[src/tijm_pkg.sv]
// Package: shared types and constants of the transmit interval jitter monitor.
package tijm_pkg;

    localparam int LOG_DEPTH_DEF = 16;
    localparam int CFG_IDX_W     = 1;
    localparam int CFG_DATA_W    = 32;

    typedef enum logic [1:0] {
        CMD_NOTE_TX    = 2'd0,
        CMD_END_PERIOD = 2'd1,
        CMD_RESET_MEAS = 2'd2,
        CMD_READ_LOG   = 2'd3
    } t_cmd;

    localparam logic [2:0] ST_NONE      = 3'd0;
    localparam logic [2:0] ST_PRIMED    = 3'd1;
    localparam logic [2:0] ST_BACKWARDS = 3'd2;
    localparam logic [2:0] ST_IN_RANGE  = 3'd3;
    localparam logic [2:0] ST_TOO_LONG  = 3'd4;
    localparam logic [2:0] ST_TOO_SHORT = 3'd5;
    localparam logic [2:0] ST_LOG_FULL  = 3'd6;

    localparam logic [CFG_IDX_W-1:0] REG_UPPER = 1'd0;
    localparam logic [CFG_IDX_W-1:0] REG_LOWER = 1'd1;

    typedef struct packed {
        logic [1:0]  command;
        logic [31:0] seq_num;
        logic [31:0] timestamp;
        logic [3:0]  log_slot;
    } t_in_item;

    typedef struct packed {
        logic [2:0]  status;
        logic [31:0] interval;
        logic [31:0] min_interval;
        logic [31:0] max_interval;
        logic [31:0] average_interval;
        logic [31:0] packets_in_period;
        logic [31:0] window_first_sequence;
        logic [31:0] window_sequence_span;
        logic [4:0]  violation_count;
        logic [31:0] log_sequence;
        logic [31:0] log_interval;
        logic [31:0] log_time;
    } t_out_item;

    // controller -> datapath
    typedef struct packed {
        logic exec;       // run the command held in the input register
        logic div_start;  // load the divider
        logic div_step;   // one restoring step
        logic div_done;   // write the quotient to the snapshot
    } t_ctrl;

    // datapath -> controller
    typedef struct packed {
        logic is_end_period;
    } t_stat;

endpackage

[src/tijm_stream_if.sv]
// Interface: valid/ready channel carrying one item per beat.
interface tijm_stream_if #(
    parameter type T = logic
);
    logic valid;
    logic ready;
    T     data;

    modport source (output valid, output data, input ready);
    modport sink   (input valid, input data, output ready);
endinterface

[src/tijm_ctrl.sv]
// Controller: sequences each command and the bit-serial division.
module tijm_ctrl (
    input  logic             i_clk,
    input  logic             i_rst_n,
    input  logic             i_in_valid,
    output logic             o_in_ready,
    output logic             o_out_valid,
    input  logic             i_out_ready,
    input  tijm_pkg::t_stat  i_stat,
    output tijm_pkg::t_ctrl  o_ctrl
);
    typedef enum logic [1:0] {S_IDLE, S_EXEC, S_DIV, S_OUT} t_state;

    t_state     r_state;
    logic [6:0] r_cnt;
    logic       r_out_valid;

    assign o_in_ready  = (r_state == S_IDLE) && !r_out_valid;
    assign o_out_valid = r_out_valid;

    always_comb begin
        o_ctrl.exec      = (r_state == S_EXEC) && !i_stat.is_end_period;
        o_ctrl.div_start = (r_state == S_EXEC) && i_stat.is_end_period;
        o_ctrl.div_step  = (r_state == S_DIV) && (r_cnt != 7'd64);
        o_ctrl.div_done  = (r_state == S_DIV) && (r_cnt == 7'd64);
    end

    always_ff @(posedge i_clk) begin
        if (!i_rst_n) begin
            r_state     <= S_IDLE;
            r_cnt       <= '0;
            r_out_valid <= 1'b0;
        end else begin
            if (r_out_valid && i_out_ready) r_out_valid <= 1'b0;
            case (r_state)
                S_IDLE: begin
                    if (i_in_valid && o_in_ready) r_state <= S_EXEC;
                end
                S_EXEC: begin
                    r_cnt <= '0;
                    r_state <= i_stat.is_end_period ? S_DIV : S_OUT;
                end
                S_DIV: begin
                    if (r_cnt == 7'd64) r_state <= S_OUT;
                    else r_cnt <= r_cnt + 7'd1;
                end
                S_OUT: begin
                    r_out_valid <= 1'b1;
                    r_state     <= S_IDLE;
                end
                default: r_state <= S_IDLE;
            endcase
        end
    end
endmodule

[src/tijm_datapath.sv]
// Datapath: statistics registers, violation log, limit compare and divider.
module tijm_datapath #(
    parameter int LOG_DEPTH = tijm_pkg::LOG_DEPTH_DEF
) (
    input  logic                             i_clk,
    input  logic                             i_rst_n,
    input  logic                             i_in_fire,
    input  tijm_pkg::t_in_item               i_in,
    input  logic                             i_cfg_we,
    input  logic [tijm_pkg::CFG_IDX_W-1:0]   i_cfg_idx,
    input  logic [tijm_pkg::CFG_DATA_W-1:0]  i_cfg_data,
    input  tijm_pkg::t_ctrl                  i_ctrl,
    output tijm_pkg::t_stat                  o_stat,
    output tijm_pkg::t_out_item              o_out
);
    localparam int AW = (LOG_DEPTH > 1) ? $clog2(LOG_DEPTH) : 1;
    localparam int CW = $clog2(LOG_DEPTH + 1);

    logic [31:0] r_upper, r_lower;
    tijm_pkg::t_in_item r_in;

    logic [31:0] r_prev_time, r_pkt_cnt, r_min, r_max, r_samples;
    logic [63:0] r_sum;
    logic [31:0] r_latest_seq, r_start_seq;
    logic [31:0] r_snap_avg, r_snap_pkts, r_snap_span, r_snap_first;
    logic [CW-1:0] r_logged;

    logic [31:0] r_mem_seq  [LOG_DEPTH];
    logic [31:0] r_mem_ival [LOG_DEPTH];
    logic [31:0] r_mem_time [LOG_DEPTH];
    logic [31:0] r_rd_seq, r_rd_ival, r_rd_time;
    logic        r_rd_ok;

    // divider
    logic [63:0] r_quot;
    logic [32:0] r_rem;
    logic [32:0] n_rem_sh;

    logic [2:0]  r_status;
    logic [31:0] r_ival;

    // note_tx decisions
    logic [31:0] n_pkt_cnt, n_d;
    logic        n_prime, n_back, n_long, n_short, n_out, n_full;
    logic [AW-1:0] n_wr_addr;

    assign o_stat.is_end_period = (r_in.command == tijm_pkg::CMD_END_PERIOD);

    always_comb begin
        n_pkt_cnt = r_pkt_cnt + 32'd1;
        n_prime   = (n_pkt_cnt == 32'd1) && (r_prev_time == '0);
        n_back    = r_in.timestamp < r_prev_time;
        n_d       = r_in.timestamp - r_prev_time;
        n_long    = n_d > r_upper;
        n_short   = n_d < r_lower;
        n_out     = n_long || n_short;
        n_full    = (r_logged >= CW'(LOG_DEPTH));
        n_wr_addr = r_logged[AW-1:0];
        n_rem_sh  = {r_rem[31:0], r_quot[63]};
    end

    always_ff @(posedge i_clk) begin
        if (i_in_fire) r_in <= i_in;
        // read the log when the beat is taken; address checked against fill count
        if (i_in_fire) begin
            r_rd_seq  <= r_mem_seq[i_in.log_slot[AW-1:0]];
            r_rd_ival <= r_mem_ival[i_in.log_slot[AW-1:0]];
            r_rd_time <= r_mem_time[i_in.log_slot[AW-1:0]];
            r_rd_ok   <= ({1'b0, i_in.log_slot} < 5'(r_logged)) &&
                         (32'(i_in.log_slot) < 32'(LOG_DEPTH));
        end
        if (i_ctrl.exec && r_in.command == tijm_pkg::CMD_NOTE_TX && !n_prime && !n_back
            && n_out && !n_full) begin
            r_mem_seq[n_wr_addr]  <= r_in.seq_num;
            r_mem_ival[n_wr_addr] <= n_d;
            r_mem_time[n_wr_addr] <= r_in.timestamp;
        end
    end

    always_ff @(posedge i_clk) begin
        if (!i_rst_n) begin
            r_upper      <= '1;
            r_lower      <= '0;
            r_prev_time  <= '0;
            r_pkt_cnt    <= '0;
            r_min        <= '0;
            r_max        <= '0;
            r_sum        <= '0;
            r_samples    <= '0;
            r_latest_seq <= '0;
            r_start_seq  <= '0;
            r_snap_avg   <= '0;
            r_snap_pkts  <= '0;
            r_snap_span  <= '0;
            r_snap_first <= '0;
            r_logged     <= '0;
            r_status     <= tijm_pkg::ST_NONE;
            r_ival       <= '0;
            r_quot       <= '0;
            r_rem        <= '0;
        end else begin
            if (i_cfg_we) begin
                if (i_cfg_idx == tijm_pkg::REG_UPPER) r_upper <= i_cfg_data;
                else if (i_cfg_idx == tijm_pkg::REG_LOWER) r_lower <= i_cfg_data;
            end
            if (i_ctrl.exec) begin
                r_status <= tijm_pkg::ST_NONE;
                r_ival   <= '0;
                case (r_in.command)
                    tijm_pkg::CMD_NOTE_TX: begin
                        r_pkt_cnt    <= n_pkt_cnt;
                        r_latest_seq <= r_in.seq_num;
                        if (n_prime) begin
                            r_prev_time <= r_in.timestamp;
                            r_status    <= tijm_pkg::ST_PRIMED;
                        end else if (n_back) begin
                            r_prev_time <= r_in.timestamp;
                            r_status    <= tijm_pkg::ST_BACKWARDS;
                        end else begin
                            r_ival <= n_d;
                            if (r_max == '0 || n_d > r_max) r_max <= n_d;
                            if (r_min == '0 || n_d < r_min) r_min <= n_d;
                            r_sum     <= r_sum + {32'd0, n_d};
                            r_samples <= r_samples + 32'd1;
                            if (n_out && n_full) begin
                                r_status <= tijm_pkg::ST_LOG_FULL;
                            end else begin
                                r_prev_time <= r_in.timestamp;
                                if (n_out) r_logged <= r_logged + CW'(1);
                                r_status <= n_long ? tijm_pkg::ST_TOO_LONG :
                                            n_short ? tijm_pkg::ST_TOO_SHORT :
                                            tijm_pkg::ST_IN_RANGE;
                            end
                        end
                    end
                    tijm_pkg::CMD_RESET_MEAS: begin
                        r_min        <= '0;
                        r_max        <= '0;
                        r_sum        <= '0;
                        r_samples    <= '0;
                        r_logged     <= '0;
                        r_latest_seq <= '0;
                        r_snap_avg   <= '0;
                        r_snap_pkts  <= '0;
                        r_snap_span  <= '0;
                        r_snap_first <= r_start_seq;
                    end
                    default: ;
                endcase
            end
            if (i_ctrl.div_start) begin
                r_status <= tijm_pkg::ST_NONE;
                r_ival   <= '0;
                r_quot   <= r_sum;
                r_rem    <= '0;
            end
            if (i_ctrl.div_step) begin
                // restoring step: one quotient bit per cycle
                if (n_rem_sh >= {1'b0, r_samples}) begin
                    r_rem  <= n_rem_sh - {1'b0, r_samples};
                    r_quot <= {r_quot[62:0], 1'b1};
                end else begin
                    r_rem  <= n_rem_sh;
                    r_quot <= {r_quot[62:0], 1'b0};
                end
            end
            if (i_ctrl.div_done) begin
                r_snap_avg   <= (r_samples == '0) ? 32'd0 : r_quot[31:0];
                r_snap_first <= r_start_seq;
                r_snap_span  <= r_latest_seq - r_start_seq;
                r_start_seq  <= r_latest_seq;
                r_snap_pkts  <= r_pkt_cnt;
                r_pkt_cnt    <= '0;
            end
        end
    end

    logic n_show_log;
    assign n_show_log = (r_in.command == tijm_pkg::CMD_READ_LOG) && r_rd_ok;

    always_comb begin
        o_out.status                = r_status;
        o_out.interval              = r_ival;
        o_out.min_interval          = r_min;
        o_out.max_interval          = r_max;
        o_out.average_interval      = r_snap_avg;
        o_out.packets_in_period     = r_snap_pkts;
        o_out.window_first_sequence = r_snap_first;
        o_out.window_sequence_span  = r_snap_span;
        o_out.violation_count       = 5'(r_logged);
        o_out.log_sequence          = n_show_log ? r_rd_seq  : '0;
        o_out.log_interval          = n_show_log ? r_rd_ival : '0;
        o_out.log_time              = n_show_log ? r_rd_time : '0;
    end
endmodule

[src/tx_interval_jitter_monitor_core.sv]
// Top level: transmit interval jitter monitor.
//
//  channel | dir | payload            | beat
//  in_ch   | in  | t_in_item          | valid & ready
//  out_ch  | out | t_out_item         | valid & ready
//  cfg     | in  | idx, 32-bit data   | i_cfg_we
//
// note_tx, reset_measurement, read_log: registered through exec and out.
// end_of_period: exec, the one-bit-per-cycle 64-by-32 divider, then out.
// One item at a time; a new beat is taken only once the result has gone.
// Reset is synchronous, active low; the log holds no reset and is read only
// below the fill count.
module tx_interval_jitter_monitor_core #(
    parameter int LOG_DEPTH = tijm_pkg::LOG_DEPTH_DEF
) (
    input  logic                            i_clk,
    input  logic                            i_rst_n,
    tijm_stream_if.sink                     in_ch,
    tijm_stream_if.source                   out_ch,
    input  logic                            i_cfg_we,
    input  logic [tijm_pkg::CFG_IDX_W-1:0]  i_cfg_idx,
    input  logic [tijm_pkg::CFG_DATA_W-1:0] i_cfg_data
);
    tijm_pkg::t_ctrl ctrl;
    tijm_pkg::t_stat stat;
    logic in_ready;

    assign in_ch.ready = in_ready;

    tijm_ctrl u_ctrl (
        .i_clk       (i_clk),
        .i_rst_n     (i_rst_n),
        .i_in_valid  (in_ch.valid),
        .o_in_ready  (in_ready),
        .o_out_valid (out_ch.valid),
        .i_out_ready (out_ch.ready),
        .i_stat      (stat),
        .o_ctrl      (ctrl)
    );

    tijm_datapath #(.LOG_DEPTH(LOG_DEPTH)) u_dp (
        .i_clk      (i_clk),
        .i_rst_n    (i_rst_n),
        .i_in_fire  (in_ch.valid && in_ready),
        .i_in       (in_ch.data),
        .i_cfg_we   (i_cfg_we),
        .i_cfg_idx  (i_cfg_idx),
        .i_cfg_data (i_cfg_data),
        .i_ctrl     (ctrl),
        .o_stat     (stat),
        .o_out      (out_ch.data)
    );
endmodule

[src/flat_wrapper.sv]
// flat-port wrapper written by rule: the top's interface ports become plain ports
module tx_interval_jitter_monitor_core_flat 
#(
    parameter int LOG_DEPTH = tijm_pkg::LOG_DEPTH_DEF
)
  (i_clk, i_rst_n, i_cfg_we, i_cfg_idx, i_cfg_data, in_ch_valid, in_ch_data, in_ch_ready, out_ch_valid, out_ch_data, out_ch_ready);
  tijm_stream_if in_ch_i ();
  tijm_stream_if out_ch_i ();
  input  logic i_clk;
  input  logic i_rst_n;
  input  logic i_cfg_we;
  input  logic [tijm_pkg::CFG_IDX_W-1:0] i_cfg_idx;
  input  logic [tijm_pkg::CFG_DATA_W-1:0] i_cfg_data;
  input wire logic [$bits(in_ch_i.valid)-1:0] in_ch_valid;
  input wire logic [$bits(in_ch_i.data)-1:0] in_ch_data;
  output wire logic [$bits(in_ch_i.ready)-1:0] in_ch_ready;
  output wire logic [$bits(out_ch_i.valid)-1:0] out_ch_valid;
  output wire logic [$bits(out_ch_i.data)-1:0] out_ch_data;
  input wire logic [$bits(out_ch_i.ready)-1:0] out_ch_ready;
  assign in_ch_i.valid = in_ch_valid;
  assign in_ch_i.data = in_ch_data;
  assign in_ch_ready = in_ch_i.ready;
  assign out_ch_valid = out_ch_i.valid;
  assign out_ch_data = out_ch_i.data;
  assign out_ch_i.ready = out_ch_ready;
  tx_interval_jitter_monitor_core #(.LOG_DEPTH(LOG_DEPTH)) u_core (.i_clk(i_clk), .i_rst_n(i_rst_n), .in_ch(in_ch_i), .out_ch(out_ch_i), .i_cfg_we(i_cfg_we), .i_cfg_idx(i_cfg_idx), .i_cfg_data(i_cfg_data));
endmodule
[config.mk]
export PLATFORM = sky130hd
export DESIGN_NAME = tx_interval_jitter_monitor_core_flat
export DESIGN_NICKNAME = d
export VERILOG_FILES = /design/src/tijm_pkg.sv /design/src/tijm_stream_if.sv /design/src/tijm_ctrl.sv /design/src/tijm_datapath.sv /design/src/tx_interval_jitter_monitor_core.sv /design/src/flat_wrapper.sv
export SDC_FILE = /design/constraint.sdc
export NUM_CORES = 1
export LEC_CHECK = 0
export ABC_AREA = 1
export BUFFER_PORTS_ARGS = -buffer_cell sky130_fd_sc_hd__buf_4
export CAP_MARGIN = 20
export CORE_MARGIN = 2
export CORE_UTILIZATION = 64
export DETAILED_ROUTE_END_ITERATION = 10
export GPL_TIMING_DRIVEN = 0
export PLACE_DENSITY = 0.8
export RECOVER_POWER = 50
export SLEW_MARGIN = 20
export SYNTH_ARGS = -nofsm -noshare
export SYNTH_HDL_FRONTEND = slang
export SYNTH_HIERARCHICAL = 1
export SYNTH_SLANG_ARGS = --single-unit
[constraint.sdc]
create_clock -name i_clk -period 16.2 [get_ports i_clk]
set_clock_uncertainty 0.2 [all_clocks]
set_input_delay 0.81 -clock i_clk [delete_from_list [all_inputs] [get_ports i_clk]]
set_output_delay 0.81 -clock i_clk [all_outputs]
set_load 0.05 [all_outputs]
# Word level (Yosys, flattened, before mapping)
# Index checks and enable logic that the tools add are counted.
# op_classes
addsub	1
n_eq_ne	7
n_mux	7
reduce_logical	9
# op_table
operator	count
case mux 7 bit (2 select lines)	1
case mux 2 bit (4 select lines)	1
adder 7 x 1 -> 7 bit (second input constant)	1
== test 7 bit (second input constant)	1
2-to-1 mux 7 bit	1
== test 2 bit (second input constant)	2
2-to-1 mux 2 bit	2
inequality test 2 bit (second input constant)	2
AND reduction 2 bit	2
nonzero test 2 bit	2
logical AND 1 bit	3
== test 2 x 1 -> 1 bit (second input constant)	1
logical NOT 2 bit	1
2-to-1 mux 1 bit	2
inequality test 2 x 1 -> 1 bit (second input constant)	1
logical NOT 1 bit	1
# totals
ff_bits	10
inputBits	39
elab_cells	27

# Longest topological paths before layout
# logic_depth
word_depth	5
mapped_depth	29
ltp_nobuf	29

# Modules after synthesis
# Netlist, hierarchy kept.
# by_module_without_submodules
module	n_inst	cells_per_inst	area_per_inst_um2	seq_area_each_um2
tijm_datapath	1	9976	103536.8	63350.8
tijm_ctrl	1	95	636.9	200.2
tx_interval_jitter_monitor_core	1	3	11.3	0.0

# Worst setup path before layout
# Ideal clock, no wire load.
# synth_path
path_kind	flip-flop to flip-flop
startpoint	register, netlist name u_core/u_dp/r_in[4]
endpoint	register, netlist name u_core/u_dp/r_mem_ival[4][0]
setup_ps	669
t_arrival_ps	10685
required_time_ps	15331
slack_ps	4646
path_stages_with_launch	26
cell_sequence	edfxtp_1 > inv_1 > ha_1 > fa_1 > nand3b_1 > nand2_1 > a21oi_1 > o21ai_0 > nand2_1 > nand2_1 > xor2_1 > ha_1 > nand2_1 > inv_1 > nand3_1 > inv_1 > a21oi_1 > nand2_1 > nand2_1 > nand2_1 > nand2_1 > nand2_1 > inv_1 > nand2_1 > buf_2 > nor3_1

==> results.json <==
{
  "design_area_mm2": 0.0141,
  "max_freq_mhz": 171,
  "tns_ns": 0,
  "multi_input_area_mm2": 0.00698,
  "cts_root_buf": "clkbuf_16",
  "n_antenna_cell": 0,
  "area_delta_synth_final_pct": 10.5,
  "grt-ovfl-total": 0,
  "cts_hold_buf": 0,
  "nets": 2058,
  "worstSkewPairLatency_ns": 0.44,
  "hold_viol_final": 0,
  "syn_avg_cell_area_um2": 7.03,
  "nFillCells": 1657,
  "synthesis.instances": 1809,
  "hold_depth": 2,
  "r2r_cells": 28,
  "min_from": "u_core/u_dp/r_lower[29]$_SDFFE_PN0P_",
  "timing.final.setup_violations": 0,
  "finalMaxSlewViolations": 34,
  "drt_iter0_drc": 856,
  "die-area_mm2": 0.0210,
  "cp-start-kind": "flip-flop",
  "finalCritPeriodShare": 0.361,
  "grt_usage": 0.317,
  "grt_pass1_wl_um": 54200,
  "first_global_vias": 11300,
  "dp.cells": 2154,
  "r2r-start": "u_core/u_dp/r_in[4]$_DFFE_PP_",
  "chipWidth_um": 145,
  "fin_ws_ns": 10.35,
  "min_path_type": "reg -> reg",
  "initial_core_util": 0.653,
  "gp_congestion": 0.965,
  "seq_area_mm2": 0.00442,
  "placed_area_mm2": 0.0135,
  "synth_area_mm2": 0.0127,
  "rsz0062_at_grt": "false",
  "die_h_um": 145,
  "final_common_cell": "nand2_1",
  "routed_wirelength_um": 33000,
  "ir_drop_mv": 0.0706,
  "critical_path_arrival_ns": 6.03,
  "cp_top_family": "simple AND/OR/NAND/NOR gates",
  "clk_pin_slew_ns": 0.07,
  "crit_path_end_kind": "flip-flop",
  "place_ws_ns": 10.51,
  "route.detailed.drc": 0,
  "fin_hold_ws_ns": 0.268,
  "worst_pin_slew_ns": 1.92,
  "grt_max_degree": 34,
  "rr_endpoint": "u_core/u_dp/r_prev_time[27]$_SDFFE_PN0P_",
  "layout_min_cycle_time_ns": 5.85,
  "numCtsBuffers": 17,
  "via_per_inst": 5.50,
  "layoutNonFillerInstCount": 2186,
  "cts_buffer_depth": 2,
  "num_rows": 51,
  "rrSetupSlack_ns": 10.35,
  "status": "finished, violations left",
  "final_cell_mix": "368 x nand2_1, 254 x inv_1, 179 x a21oi_1",
  "io_buffers": 40,
  "cts_tree": "built",
  "critPathRequiredTime_ns": 16.38,
  "avgRoutedWirePerCell_um": 15.1,
  "ctsHtreeMaxLevel": 4,
  "min_to": "u_core/u_dp/r_lower[29]$_SDFFE_PN0P_",
  "violations": "max-capacitance violations, max-slew violations",
  "p_per_area_mw_per_mm2": 135,
  "max_slew_margin": -0.282,
  "max_stage_delay_ns": 0.63,
  "critical_path_buf_inv_count": 3,
  "drive_above_1_share": 0.0573,
  "power_mw": 1.90,
  "critPathMaxFanout": 17,
  "p_leak_nw": 6.28,
  "cts_resized": 0,
  "critical_path.most_common_cell": "nand2_1",
  "first_pass_iters": 5,
  "max-cap-violations": 1,
  "ios": 42,
  "finish.utilization": 0.722,
  "core_mm2": 0.0195,
  "antenna_found_initial": 0,
  "num_vias": 12000,
  "critPathSlowestCell": "edfxtp_1",
  "drtAntennaViolNets": 0,
  "dp_hpwl_um": 25400,
  "postCtsSetupBuffers": 0,
  "worstSetupPathType": "reg -> reg",
  "yosysWarnings": 6,
  "cts.sinks": 195
}
## where the power goes
part / switching (mW) / internal (mW) / leakage, nW / total, mW
clock network: 0.203 / 0.215 / 0.284 / 0.418
registers: 0.0441 / 0.570 / 1.66 / 0.614
logic: 0.562 / 0.302 / 4.34 / 0.864
## registers in the layout (all words and copies together), names as in the netlist
name and flops:
u_core/u_dp/r_pkt_cnt 32, u_core/u_dp/r_rd_time 1, u_core/u_dp/r_lower 32, u_core/u_dp/r_mem_time 16, u_core/u_dp/r_upper 32, u_core/u_ctrl/r_state 2
u_core/u_dp/r_in 34, u_core/u_dp/r_prev_time 32, u_core/u_dp/r_rd_ok 1, u_core/u_dp/r_logged 5, u_core/u_ctrl/r_cnt 7, u_core/u_ctrl/o_out_valid 1
## final cells by class
class / instances / share of cell area
multi-input cells: 1270 / 0.496
inverters: 263 / 0.0702
repair buffers: 41 / 0.0211
well taps: 265 / 0.0236
clock buffers: 19 / 0.0330
plain buffers: 120 / 0.0329
clock inverters: 13 / 0.00792
flip-flops and latches: 195 / 0.315
## how the worst max path moves through the flow
stage | start | end | slack (ns) | cells after the start
2_1_floorplan | u_core/u_dp/r_in[4]$_DFFE_PP_ | u_core/u_dp/r_mem_time[10][0]$_DFFE_PP_ | 11.82 | 28
3_3_place_gp | u_core/u_dp/r_in[4]$_DFFE_PP_ | u_core/u_dp/r_prev_time[29]$_SDFFE_PN0P_ | 10.68 | 28
3_5_place_dp | u_core/u_dp/r_in[4]$_DFFE_PP_ | u_core/u_dp/r_prev_time[28]$_SDFFE_PN0P_ | 10.51 | 28
4_1_cts | u_core/u_dp/r_in[4]$_DFFE_PP_ | u_core/u_dp/r_prev_time[28]$_SDFFE_PN0P_ | 10.45 | 28
5_1_grt | u_core/u_dp/r_in[4]$_DFFE_PP_ | u_core/u_dp/r_prev_time[27]$_SDFFE_PN0P_ | 9.88 | 28
6_report | u_core/u_dp/r_in[4]$_DFFE_PP_ | u_core/u_dp/r_prev_time[27]$_SDFFE_PN0P_ | 10.35 | 28
## tightest hold or removal path: cells and delay by family (launching register included)
family / cells / cell delay [ns]
buf+inv: 1 / 0.06
compound gates: 1 / 0.06
flops: 1 / 0.30
## metal layers
layer / wire length (um) / vias to the layer above / share of wire / GRT usage
li1: - / 6044 / - / -
met1: 14000 / 5519 / 0.42 / 0.389
met2: 16100 / 380 / 0.49 / 0.556
met3: 1720 / 90 / 0.052 / 0.0412
met4: 1230 / 0 / 0.037 / 0.139
met5: 0 / - / 0 / 0
No activity file was read; power rests on OpenSTA's default activity.
